[src/sv/closed_loop_stepper_pid_assert.svh]
// Assertion macros shared by the stepper servo RTL.
`ifndef CLOSED_LOOP_STEPPER_PID_ASSERT_SVH
`define CLOSED_LOOP_STEPPER_PID_ASSERT_SVH

// Property that must hold at every clock edge outside reset.
`define CLSP_ASSERT(label, clk, rstn, prop) \
    label: assert property (@(posedge clk) disable iff (!rstn) (prop)) \
        else $error("assertion failed");

// Implication that must hold at every clock edge, also during reset.
`define CLSP_ASSERT_ALWAYS(label, clk, prop) \
    label: assert property (@(posedge clk) (prop)) else $error("assertion failed");

`endif

[src/sv/clsp_pkg.sv]
`default_nettype none
package clsp_pkg;
    typedef struct packed {
        logic [15:0] step_count;
        logic [13:0] rotor_angle;
    } clsp_in_t;

    typedef struct packed {
        logic signed [31:0] drive_position;
        logic [11:0]        drive_current;
        logic               current_limited;
    } clsp_out_t;

    localparam int IntegralLimit = 65536;
    localparam int FilterKeep    = 125;
    localparam int FilterGain    = 3;
    localparam int HoldTime      = 1000;

    localparam logic [2:0] RegEnable     = 3'd0;
    localparam logic [2:0] RegClosedLoop = 3'd1;
    localparam logic [2:0] RegStepSize   = 3'd2;
    localparam logic [2:0] RegGainP      = 3'd3;
    localparam logic [2:0] RegGainI      = 3'd4;
    localparam logic [2:0] RegGainD      = 3'd5;
    localparam logic [2:0] RegCurLimit   = 3'd6;
    localparam logic [2:0] RegOpenCur    = 3'd7;

    // Width of a wide accumulator; the serial multiplier sizes its own without it.
    localparam int AccW = 64;
endpackage
`default_nettype wire

[src/sv/closed_loop_stepper_pid.sv]
// Closed-loop stepper servo tick. Each accepted item carries a step-pulse
// count and a calibrated rotor angle; while enabled, one result item follows
// per input item, and none while disabled. The block handles one item at a
// time. A closed-loop item's time is set by the bit-serial multiplier, which
// is shared by the four products of the control law and used one product
// after another. An open-loop item needs no product. Signed divisions by
// the constant powers of two truncate toward zero by a bias before the
// shift. A finished result sits in an output register. The next item may
// be accepted while that result waits; it is worked through, and then holds
// in its last step without touching the output register or the servo state
// that the last step writes until the waiting result has gone, so a stalled
// receiver stalls the input in turn. Configuration is written through the
// APB port only while the block is idle; the user must keep to this, as the
// block itself does not enforce it.
`default_nettype none
module closed_loop_stepper_pid #(
    parameter int INTEGRAL_LIMIT = clsp_pkg::IntegralLimit,
    parameter int FILTER_KEEP    = clsp_pkg::FilterKeep,
    parameter int FILTER_GAIN    = clsp_pkg::FilterGain,
    parameter int HOLD_TIME      = clsp_pkg::HoldTime
) (
    input  wire logic               aclk,
    input  wire logic               aresetn,
    input  wire logic               s_valid,
    output logic                    s_ready,
    input  wire clsp_pkg::clsp_in_t s_data,
    output logic                    m_valid,
    input  wire logic               m_ready,
    output clsp_pkg::clsp_out_t     m_data,
    input  wire logic               psel,
    input  wire logic               penable,
    input  wire logic               pwrite,
    input  wire logic [4:0]         paddr,
    input  wire logic [31:0]        pwdata,
    output logic [31:0]             prdata,
    output logic                    pready
);
    import clsp_pkg::*;

    typedef enum logic [3:0] {
        S_IDLE, S_UNWRAP, S_MUL_I, S_WAIT_I, S_MUL_K, S_WAIT_K,
        S_MUL_D, S_WAIT_D, S_MUL_P, S_WAIT_P, S_FINISH, S_OPEN
    } state_t;

    // Configuration registers.
    logic        enable_reg, closed_reg;
    logic [7:0]  step_size_reg;
    logic [11:0] gain_p_reg, gain_i_reg, gain_d_reg, cur_limit_reg, open_cur_reg;

    // Servo state.
    logic [15:0]        last_step_reg;
    logic [31:0]        step_base_reg;
    logic [13:0]        last_angle_reg;
    logic [15:0]        turn_reg;
    logic signed [31:0] last_pos_reg, integ_reg, dfilt_reg, last_target_reg;
    logic [9:0]         hold_reg;

    // Per-item working registers.
    state_t             state_reg;
    clsp_in_t           in_reg;
    logic [31:0]        target_reg;
    logic signed [31:0] yw_reg;
    logic signed [11:0] err_reg;
    logic signed [33:0] dpos_reg;
    logic signed [47:0] t_reg;
    logic signed [47:0] df_reg;
    logic signed [47:0] it_reg;
    clsp_out_t          out_reg;
    logic               out_valid_reg;

    // Shared multiplier.
    logic               mul_start;
    logic signed [47:0] mul_a;
    logic [15:0]        mul_b;
    logic               mul_done;
    logic signed [63:0] mul_p;

    clsp_mul u_mul (
        .aclk    (aclk),
        .aresetn (aresetn),
        .start   (mul_start),
        .mcand   (mul_a),
        .mplier  (mul_b),
        .done    (mul_done),
        .product (mul_p)
    );

    logic in_fire, out_fire, cfg_wr, out_load;
    assign in_fire  = s_valid && s_ready;
    assign out_fire = m_valid && m_ready;
    assign s_ready  = (state_reg == S_IDLE);
    assign m_valid  = out_valid_reg;
    assign m_data   = out_reg;
    assign pready   = 1'b1;
    assign cfg_wr   = psel && penable && pwrite;
    // A finished item may load the output register once it is free or is
    // being emptied at this very edge.
    assign out_load = ((state_reg == S_FINISH) || (state_reg == S_OPEN))
                      && (!out_valid_reg || out_fire);

    always_comb begin
        unique case (paddr[4:2])
            RegEnable:     prdata = {31'd0, enable_reg};
            RegClosedLoop: prdata = {31'd0, closed_reg};
            RegStepSize:   prdata = {24'd0, step_size_reg};
            RegGainP:      prdata = {20'd0, gain_p_reg};
            RegGainI:      prdata = {20'd0, gain_i_reg};
            RegGainD:      prdata = {20'd0, gain_d_reg};
            RegCurLimit:   prdata = {20'd0, cur_limit_reg};
            RegOpenCur:    prdata = {20'd0, open_cur_reg};
            default:       prdata = '0;
        endcase
    end

    // Signed truncating shift right (division by 2^k toward zero).
    function automatic logic signed [63:0] sdiv(input logic signed [63:0] v, input int k);
        logic signed [63:0] b;
        b = v + ((v < 0) ? ((64'sd1 <<< k) - 64'sd1) : 64'sd0);
        return b >>> k;
    endfunction

    // Combinational helpers for the unwrap step.
    logic signed [16:0] ds;
    logic [31:0]        inc, base_new, tgt_new;
    logic signed [14:0] dy;
    logic [15:0]        turn_new;
    logic signed [31:0] yw_new;
    logic signed [33:0] ediff;
    logic signed [11:0] e_new;
    always_comb begin
        ds  = 17'(signed'({1'b0, in_reg.step_count})) - 17'(signed'({1'b0, last_step_reg}));
        inc = {8'd0, step_size_reg, 16'd0};
        base_new = step_base_reg;
        if (ds < -17'sd32768) begin
            base_new = step_base_reg + inc;
        end else if (ds > 17'sd32768) begin
            base_new = step_base_reg - inc;
        end
        tgt_new = base_new + 32'(step_size_reg) * 32'(in_reg.step_count);
        dy = 15'(signed'({1'b0, in_reg.rotor_angle})) - 15'(signed'({1'b0, last_angle_reg}));
        turn_new = turn_reg;
        if (dy > 15'sd8192) begin
            turn_new = turn_reg - 16'd1;
        end else if (dy < -15'sd8192) begin
            turn_new = turn_reg + 16'd1;
        end
        // The turn count is signed, so its scaled value is sign-extended.
        yw_new = 32'(signed'({1'b0, in_reg.rotor_angle}))
               + 32'(signed'({turn_new, 14'd0}));
        ediff = 34'(signed'(tgt_new)) - 34'(yw_new);
        if (ediff > 34'sd1638) begin
            e_new = 12'sd1638;
        end else if (ediff < -34'sd1638) begin
            e_new = -12'sd1638;
        end else begin
            e_new = ediff[11:0];
        end
    end

    // Derived closing values.
    logic signed [63:0] u_full, adv_full, pos_full, u_abs;
    logic signed [63:0] adv_c;
    always_comb begin
        u_full   = sdiv(64'(mul_p) + 64'(it_reg) + 64'(df_reg), 7);
        adv_full = sdiv(64'(dpos_reg) * 64'sd3, 1);
        pos_full = 64'(signed'({1'b0, in_reg.rotor_angle}));
        u_abs    = u_full;
        adv_c    = '0;
        if (u_full > 0) begin
            adv_c = (adv_full < 0) ? 64'sd0 : ((adv_full > 64'sd68) ? 64'sd68 : adv_full);
            pos_full = pos_full + 64'sd82 + adv_c;
        end else if (u_full < 0) begin
            adv_c = (adv_full > 0) ? 64'sd0 : ((adv_full < -64'sd68) ? -64'sd68 : adv_full);
            pos_full = pos_full - (64'sd82 - adv_c);
            u_abs = -u_full;
        end
    end

    always_comb begin
        mul_start = 1'b0;
        mul_a     = '0;
        mul_b     = '0;
        unique case (state_reg)
            S_MUL_I: begin
                mul_start = 1'b1;
                mul_a = 48'(err_reg);
                mul_b = 16'(gain_i_reg);
            end
            S_MUL_K: begin
                mul_start = 1'b1;
                mul_a = 48'(dfilt_reg);
                mul_b = 16'(FILTER_KEEP);
            end
            S_MUL_D: begin
                mul_start = 1'b1;
                mul_a = 48'(dpos_reg) * 48'(FILTER_GAIN);
                mul_b = 16'(gain_d_reg);
            end
            S_MUL_P: begin
                mul_start = 1'b1;
                mul_a = 48'(err_reg);
                mul_b = 16'(gain_p_reg);
            end
            default: begin
                mul_start = 1'b0;
            end
        endcase
    end

    logic signed [63:0] it_sum, df_sum, t_div;
    logic [9:0]         hold_new;
    assign it_sum = 64'(integ_reg) + sdiv(mul_p, 5);
    assign df_sum = 64'(t_reg) - sdiv(mul_p, 3);
    assign t_div  = sdiv(mul_p, 7);
    always_comb begin
        if (target_reg == last_target_reg) begin
            hold_new = (32'(hold_reg) + 32'd1 >= 32'(HOLD_TIME)) ? 10'(HOLD_TIME)
                                                                  : hold_reg + 10'd1;
        end else begin
            hold_new = '0;
        end
    end

    always_ff @(posedge aclk) begin
        if (!aresetn) begin
            state_reg       <= S_IDLE;
            out_valid_reg   <= 1'b0;
            enable_reg      <= 1'b0;
            closed_reg      <= 1'b1;
            step_size_reg   <= 8'd1;
            gain_p_reg      <= '0;
            gain_i_reg      <= '0;
            gain_d_reg      <= '0;
            cur_limit_reg   <= '0;
            open_cur_reg    <= '0;
            last_step_reg   <= '0;
            step_base_reg   <= '0;
            last_angle_reg  <= '0;
            turn_reg        <= '0;
            last_pos_reg    <= '0;
            integ_reg       <= '0;
            dfilt_reg       <= '0;
            last_target_reg <= '0;
            hold_reg        <= '0;
        end else begin
            if (out_load) begin
                out_valid_reg <= 1'b1;
            end else if (out_fire) begin
                out_valid_reg <= 1'b0;
            end
            if (cfg_wr) begin
                unique case (paddr[4:2])
                    RegEnable:     enable_reg    <= pwdata[0];
                    RegClosedLoop: closed_reg    <= pwdata[0];
                    RegStepSize:   step_size_reg <= pwdata[7:0];
                    RegGainP:      gain_p_reg    <= pwdata[11:0];
                    RegGainI:      gain_i_reg    <= pwdata[11:0];
                    RegGainD:      gain_d_reg    <= pwdata[11:0];
                    RegCurLimit:   cur_limit_reg <= pwdata[11:0];
                    RegOpenCur:    open_cur_reg  <= pwdata[11:0];
                    default:       enable_reg    <= enable_reg;
                endcase
            end
            unique case (state_reg)
                S_IDLE: begin
                    if (in_fire) begin
                        in_reg    <= s_data;
                        state_reg <= enable_reg ? S_UNWRAP : S_IDLE;
                    end
                end
                S_UNWRAP: begin
                    step_base_reg <= base_new;
                    last_step_reg <= in_reg.step_count;
                    target_reg    <= tgt_new;
                    if (closed_reg) begin
                        turn_reg  <= turn_new;
                        yw_reg    <= yw_new;
                        err_reg   <= e_new;
                        dpos_reg  <= 34'(yw_new) - 34'(last_pos_reg);
                        state_reg <= S_MUL_I;
                    end else begin
                        state_reg <= S_OPEN;
                    end
                end
                S_MUL_I: state_reg <= S_WAIT_I;
                S_WAIT_I: begin
                    if (mul_done) begin
                        if (it_sum > 64'(INTEGRAL_LIMIT)) begin
                            it_reg <= 48'(INTEGRAL_LIMIT);
                        end else if (it_sum < -64'(INTEGRAL_LIMIT)) begin
                            it_reg <= -48'(INTEGRAL_LIMIT);
                        end else begin
                            it_reg <= it_sum[47:0];
                        end
                        state_reg <= S_MUL_K;
                    end
                end
                S_MUL_K: state_reg <= S_WAIT_K;
                S_WAIT_K: begin
                    if (mul_done) begin
                        t_reg     <= t_div[47:0];
                        state_reg <= S_MUL_D;
                    end
                end
                S_MUL_D: state_reg <= S_WAIT_D;
                S_WAIT_D: begin
                    if (mul_done) begin
                        if (df_sum > 64'sd2147483647) begin
                            df_reg <= 48'sd2147483647;
                        end else if (df_sum < -64'sd2147483648) begin
                            df_reg <= -48'sd2147483648;
                        end else begin
                            df_reg <= df_sum[47:0];
                        end
                        state_reg <= S_MUL_P;
                    end
                end
                S_MUL_P: begin
                    integ_reg <= it_reg[31:0];
                    dfilt_reg <= df_reg[31:0];
                    state_reg <= S_WAIT_P;
                end
                S_WAIT_P: begin
                    if (mul_done) begin
                        state_reg <= S_FINISH;
                    end
                end
                S_FINISH: begin
                    // Hold here while the previous result still waits.
                    if (out_load) begin
                        last_angle_reg              <= in_reg.rotor_angle;
                        last_pos_reg                <= yw_reg;
                        out_reg.drive_position      <= pos_full[31:0];
                        if (u_abs > 64'(cur_limit_reg)) begin
                            out_reg.drive_current   <= cur_limit_reg;
                            out_reg.current_limited <= 1'b1;
                        end else begin
                            out_reg.drive_current   <= u_abs[11:0];
                            out_reg.current_limited <= 1'b0;
                        end
                        state_reg <= S_IDLE;
                    end
                end
                S_OPEN: begin
                    if (out_load) begin
                        hold_reg               <= hold_new;
                        last_target_reg        <= target_reg;
                        out_reg.drive_position <= target_reg;
                        out_reg.drive_current  <= (32'(hold_new) >= 32'(HOLD_TIME))
                                                  ? (open_cur_reg >> 1) : open_cur_reg;
                        out_reg.current_limited <= 1'b0;
                        state_reg <= S_IDLE;
                    end
                end
                default: state_reg <= S_IDLE;
            endcase
        end
    end

    `include "closed_loop_stepper_pid_assert.svh"
    `CLSP_ASSERT(a_ready_idle, aclk, aresetn, s_ready |-> (state_reg == S_IDLE))
    `CLSP_ASSERT(a_disabled_quiet, aclk, aresetn,
        (in_fire && !enable_reg) |=> (state_reg == S_IDLE))
    `CLSP_ASSERT(a_open_no_flag, aclk, aresetn,
        (state_reg == S_OPEN && out_load) |=> !out_reg.current_limited)
endmodule
`default_nettype wire

[src/sv/clsp_mul.sv]
`default_nettype none
// Bit-serial signed multiplier: signed 48-bit multiplicand by an unsigned
// 16-bit multiplier, one multiplier bit per cycle, shift-and-add.
module clsp_mul (
    input  wire logic                 aclk,
    input  wire logic                 aresetn,
    input  wire logic                 start,
    input  wire logic signed [47:0]   mcand,
    input  wire logic [15:0]          mplier,
    output logic                      done,
    output logic signed [63:0]        product
);
    import clsp_pkg::*;

    logic signed [63:0] acc_reg, acc_next;
    logic signed [63:0] mc_reg, mc_next;
    logic [15:0]        mp_reg, mp_next;
    logic [4:0]         cnt_reg, cnt_next;
    logic               busy_reg, busy_next;
    logic               done_reg, done_next;

    always_comb begin
        acc_next  = acc_reg;
        mc_next   = mc_reg;
        mp_next   = mp_reg;
        cnt_next  = cnt_reg;
        busy_next = busy_reg;
        done_next = 1'b0;
        if (start) begin
            acc_next  = '0;
            mc_next   = 64'(mcand);
            mp_next   = mplier;
            cnt_next  = '0;
            busy_next = 1'b1;
        end else if (busy_reg) begin
            if (mp_reg[0]) begin
                acc_next = acc_reg + mc_reg;
            end
            mc_next  = mc_reg <<< 1;
            mp_next  = mp_reg >> 1;
            cnt_next = cnt_reg + 5'd1;
            if (cnt_reg == 5'd15) begin
                busy_next = 1'b0;
                done_next = 1'b1;
            end
        end
    end

    always_ff @(posedge aclk) begin
        if (!aresetn) begin
            busy_reg <= 1'b0;
            done_reg <= 1'b0;
            cnt_reg  <= '0;
        end else begin
            busy_reg <= busy_next;
            done_reg <= done_next;
            cnt_reg  <= cnt_next;
        end
        acc_reg <= acc_next;
        mc_reg  <= mc_next;
        mp_reg  <= mp_next;
    end

    assign done    = done_reg;
    assign product = acc_reg;

    `include "closed_loop_stepper_pid_assert.svh"
    `CLSP_ASSERT(a_mul_done_once, aclk, aresetn, done_reg |=> !done_reg)
    `CLSP_ASSERT(a_mul_start_idle, aclk, aresetn, start |-> !busy_reg)
    `CLSP_ASSERT(a_mul_cnt, aclk, aresetn, !busy_reg |-> (cnt_reg == 5'd0 || cnt_reg == 5'd16))
endmodule
`default_nettype wire

[config.mk]
export PLATFORM = sky130hd
export DESIGN_NAME = closed_loop_stepper_pid
export DESIGN_NICKNAME = d
export VERILOG_FILES = /design/src/sv/clsp_pkg.sv /design/src/sv/closed_loop_stepper_pid.sv /design/src/sv/clsp_mul.sv
export VERILOG_INCLUDE_DIRS = /design/src /design/src/sv
export SDC_FILE = /design/constraint.sdc
export NUM_CORES = 2
export LEC_CHECK = 0
export BUFFER_PORTS_ARGS = -buffer_cell sky130_fd_sc_hd__buf_2
export CORE_ASPECT_RATIO = 0.6
export CORE_UTILIZATION = 55
export CTS_CLUSTER_SIZE = 10
export DETAILED_ROUTE_END_ITERATION = 10
export PLACE_DENSITY_LB_ADDON = 0.05
export REMOVE_ABC_BUFFERS = 1
export SYNTH_ARGS = -nofsm -noshare
export SYNTH_HDL_FRONTEND = slang
export SYNTH_SLANG_ARGS = --single-unit
[constraint.sdc]
create_clock -name aclk -period 14.58 [get_ports aclk]
set_clock_uncertainty 0.05 [all_clocks]
set_input_delay 0.729 -clock aclk [delete_from_list [all_inputs] [get_ports aclk]]
set_output_delay 0.729 -clock aclk [all_outputs]
set_load 0.01 [all_outputs]
==> out/metrics.yaml <==
status:
  outcome: "complete, no violations"
cts:
  holdBufCountCts: 0
  cts_setup_buffers: 0
  clk_pin_slew_ns: 0.06
  cts_tree: "built"
  cts_root_buffer: "clkbuf_16"
  clock_latency_ns: 0.71
  h-tree-depth: 3
  cts_resized: 0
  cts_buffer_depth: 3
  numCtsBuffers: 87
  cts.sinks: 745
place:
  placed_area_sq_um: 69300
  portBuffers: 110
  hpwlAfterDp_mm: 178
  gp_congestion: 1.01
  dp_cells: 9521
worst_setup_path:
  cp-end-kind: "flip-flop"
  reg2reg_depth: 54
  crit_slowest_cell: "edfxtp_1"
  crit_top_cell: "o21ai_0"
  cp_max_fo: 7
  ff2ff_setup_slack_ns: 1.68
  arrival_ns: 13.28
  critPathRequiredTime_ns: 14.96
  critPathMaxStageDelay_ns: 0.64
  worstSetupStartpointType: "flip-flop"
  criticalPathCategory: "flip-flop to flip-flop"
  timing.rr.start: "dpos_reg[0]"
  critPathCapture: "m_data[42]"
  worstSetupStartpoint: "dpos_reg[0]"
  r2r-end: "m_data[42]"
routing:
  detail_route.wl_per_cell_um: 23.5
  first_pass_iters: 6
  postRouteAntennaNets: 0
  drt_iter0_markers: 7663
  vias: 61497
  drc: 0
  drt-vias-per-instance: 6.35
  routed_wl_mm: 228
floorplan:
  core_area_sq_um: 120000
  fp.dieW_um: 453
  die_area_sq_um: 123000
  io_pins: 154
  row_count: 98
  initial_core_util_pct: 55.9
  die_h_um: 273
job:
  drv_cap: 0
power:
  vdd_drop_max_v: 0.000117
  p_leak_uw: 0.0287
  powerDensity_nw_per_um2: 166
timing:
  finalSetupViolations: 0
  slew_headroom_pct: 8.97
  period_share_pct: 88.5
  hold_viol: 0
  tns_ns: 0
  tightest_slew_ns: 1.36
  clock.fmax_mhz: 77.5
  slew_viol_final: 0
  rsz0062_at_grt: "false"
  min_period_ns: 12.90
logic_synthesis:
  synth.cell_area_sq_um: 67100
  yosysWarnings: 0
  synth_ff_type: "edfxtp_1"
  syn_inst: 8018
  synth_cell_types: 123
  synth_area_per_cell_sq_um: 8.37
  synth-async-reset-ratio_pct: 0
  ys_ff_latch: 745
  synth_edf_count: 401
  ys_seq_area_share_pct: 28.2
final_layout:
  drive_above_1_share_pct: 5.90
  n_fill_cell: 10797
  mostFrequentLayoutCell: "nand2_1"
  area_growth_pct: 7.33
  mostFrequentLayoutCells: "nand2_1, nor2_1, ha_1"
  finalNonFillerCells: 9683
  fin_nets: 8817
  fin_area_sq_um: 72000
min_path:
  hp-class: "input pin to flip-flop"
global_route:
  grt_pass1_vias: 55789
  grt_overflow_total: 0
  grt_max_degree: 90
  grt.total_usage_pct: 36.0
  antenna_found_initial: 8
  grt_first_pass_wirelength_mm: 343
where the power goes:
part	leakage [uW]	internal, uW	switching, uW
sequential	0.00646	2470	202
combinational	0.0210	2530	4620
clock	0.00129	1210	957
per-layer routing:
| layer | global-route usage, % | part of all wire, % | routed length [um] |
|---|---|---|---|
| met1 | 58.2 | 49 | 111000 |
| met2 | 44.1 | 35 | 80500 |
| met3 | 13.5 | 14 | 32900 |
| met4 | 5.17 | 1.3 | 2860 |
| met5 | 0 | 0.014 | 31 |
area by class of cell:
class	count	area, sq um	area share [%]
Multi-Input combinational cell	6441	45100	62.6
Sequential cell	745	18900	26.3
Clock buffer	153	2590	3.60
Tap cell	1600	2000	2.78
Inverter	516	1940	2.69
Timing Repair Buffer	219	1380	1.91
Clock inverter	7	97.6	0.135
Antenna cell	2	5.00	0.00695
how the worst min path moves through the flow:
stage                       start                 end  slack, ns  depth (start not counted)
2_1_floorplan        dfilt_reg[1]        dfilt_reg[1]       0.39                          2
3_3_place_gp   last_angle_reg[13]  last_angle_reg[13]       0.40                          2
3_5_place_dp     last_pos_reg[21]    last_pos_reg[21]       0.41                          2
4_1_cts                s_data[19]          in_reg[19]       0.11                          1
5_1_grt                s_data[19]          in_reg[19]       0.12                          1
6_report               s_data[19]          in_reg[19]       0.14                          1
cell families after synthesis:
group / Yosys count / synth area share [%]
muxes: 75 / 1.28
buffers and inverters: 859 / 4.96
adders and majority gates: 734 / 15.5
xor gates and xnor gates: 634 / 8.34
AOI/OAI and AO/OA: 2045 / 20.5
and+or+nand+nor: 2924 / 21.2
DFF: 745 / 28.2
other: 2 / 0.0112
worst max-delay path: cells and delay by family (launching register included):
family,cells,cell delay (ns)
DFF,1,0.64
AOI/OAI and AO/OA,26,6.29
buffers and inverters,4,0.38
and+or+nand+nor,15,3.23
muxes,1,0.18
adders and majority gates,7,1.71
xor gates and xnor gates,1,0.17
synth_stat cells, types with 29 or more instances:
cell type | number | share of area (%)
mux2i_1 | 58 | 0.87
a21boi_0 | 258 | 2.9
nand2b_1 | 87 | 0.81
o211ai_1 | 45 | 0.50
or3_1 | 61 | 0.57
nand2_1 | 1064 | 6.0
nand3_1 | 168 | 1.3
a221oi_1 | 32 | 0.42
buf_1 | 29 | 0.16
clkbuf_1 | 276 | 1.5
xnor2_1 | 418 | 5.5
nand4_1 | 141 | 1.3
edfxtp_1 | 401 | 18
and2_1 | 169 | 1.6
dfxtp_1 | 344 | 10
nor4_1 | 84 | 0.78
a211oi_1 | 45 | 0.50
ha_1 | 566 | 11
nor2b_1 | 115 | 1.1
and3_1 | 92 | 0.86
a21o_1 | 179 | 2.0
o21bai_1 | 81 | 0.91
nor2_1 | 577 | 3.2
nor3_1 | 160 | 1.2
o21ai_0 | 345 | 2.6
o22ai_1 | 49 | 0.46
fa_1 | 167 | 5.0
a21oi_1 | 479 | 3.6
a31oi_1 | 71 | 0.66
or2_2 | 35 | 0.33
o21a_1 | 94 | 1.1
o31ai_1 | 52 | 0.58
xor2_1 | 211 | 2.8
nor3b_1 | 29 | 0.32
inv_1 | 516 | 2.9
metrics by stage:
stage / util, % / worst slack [ns] / total power (uW) / hold WS (ns)
floorplan: - / 3.68 / 7450 / 0.393
global placement: 57.8 / 2.41 / 9460 / 0.402
detailed placement: 57.8 / 2.07 / 9540 / 0.408
CTS: 60.0 / 1.97 / 11700 / 0.107
global route: 60.0 / 0.431 / 12700 / 0.118
finish: 60.0 / 1.68 / 12000 / 0.143
No activity file was read; power rests on OpenSTA's default activity.
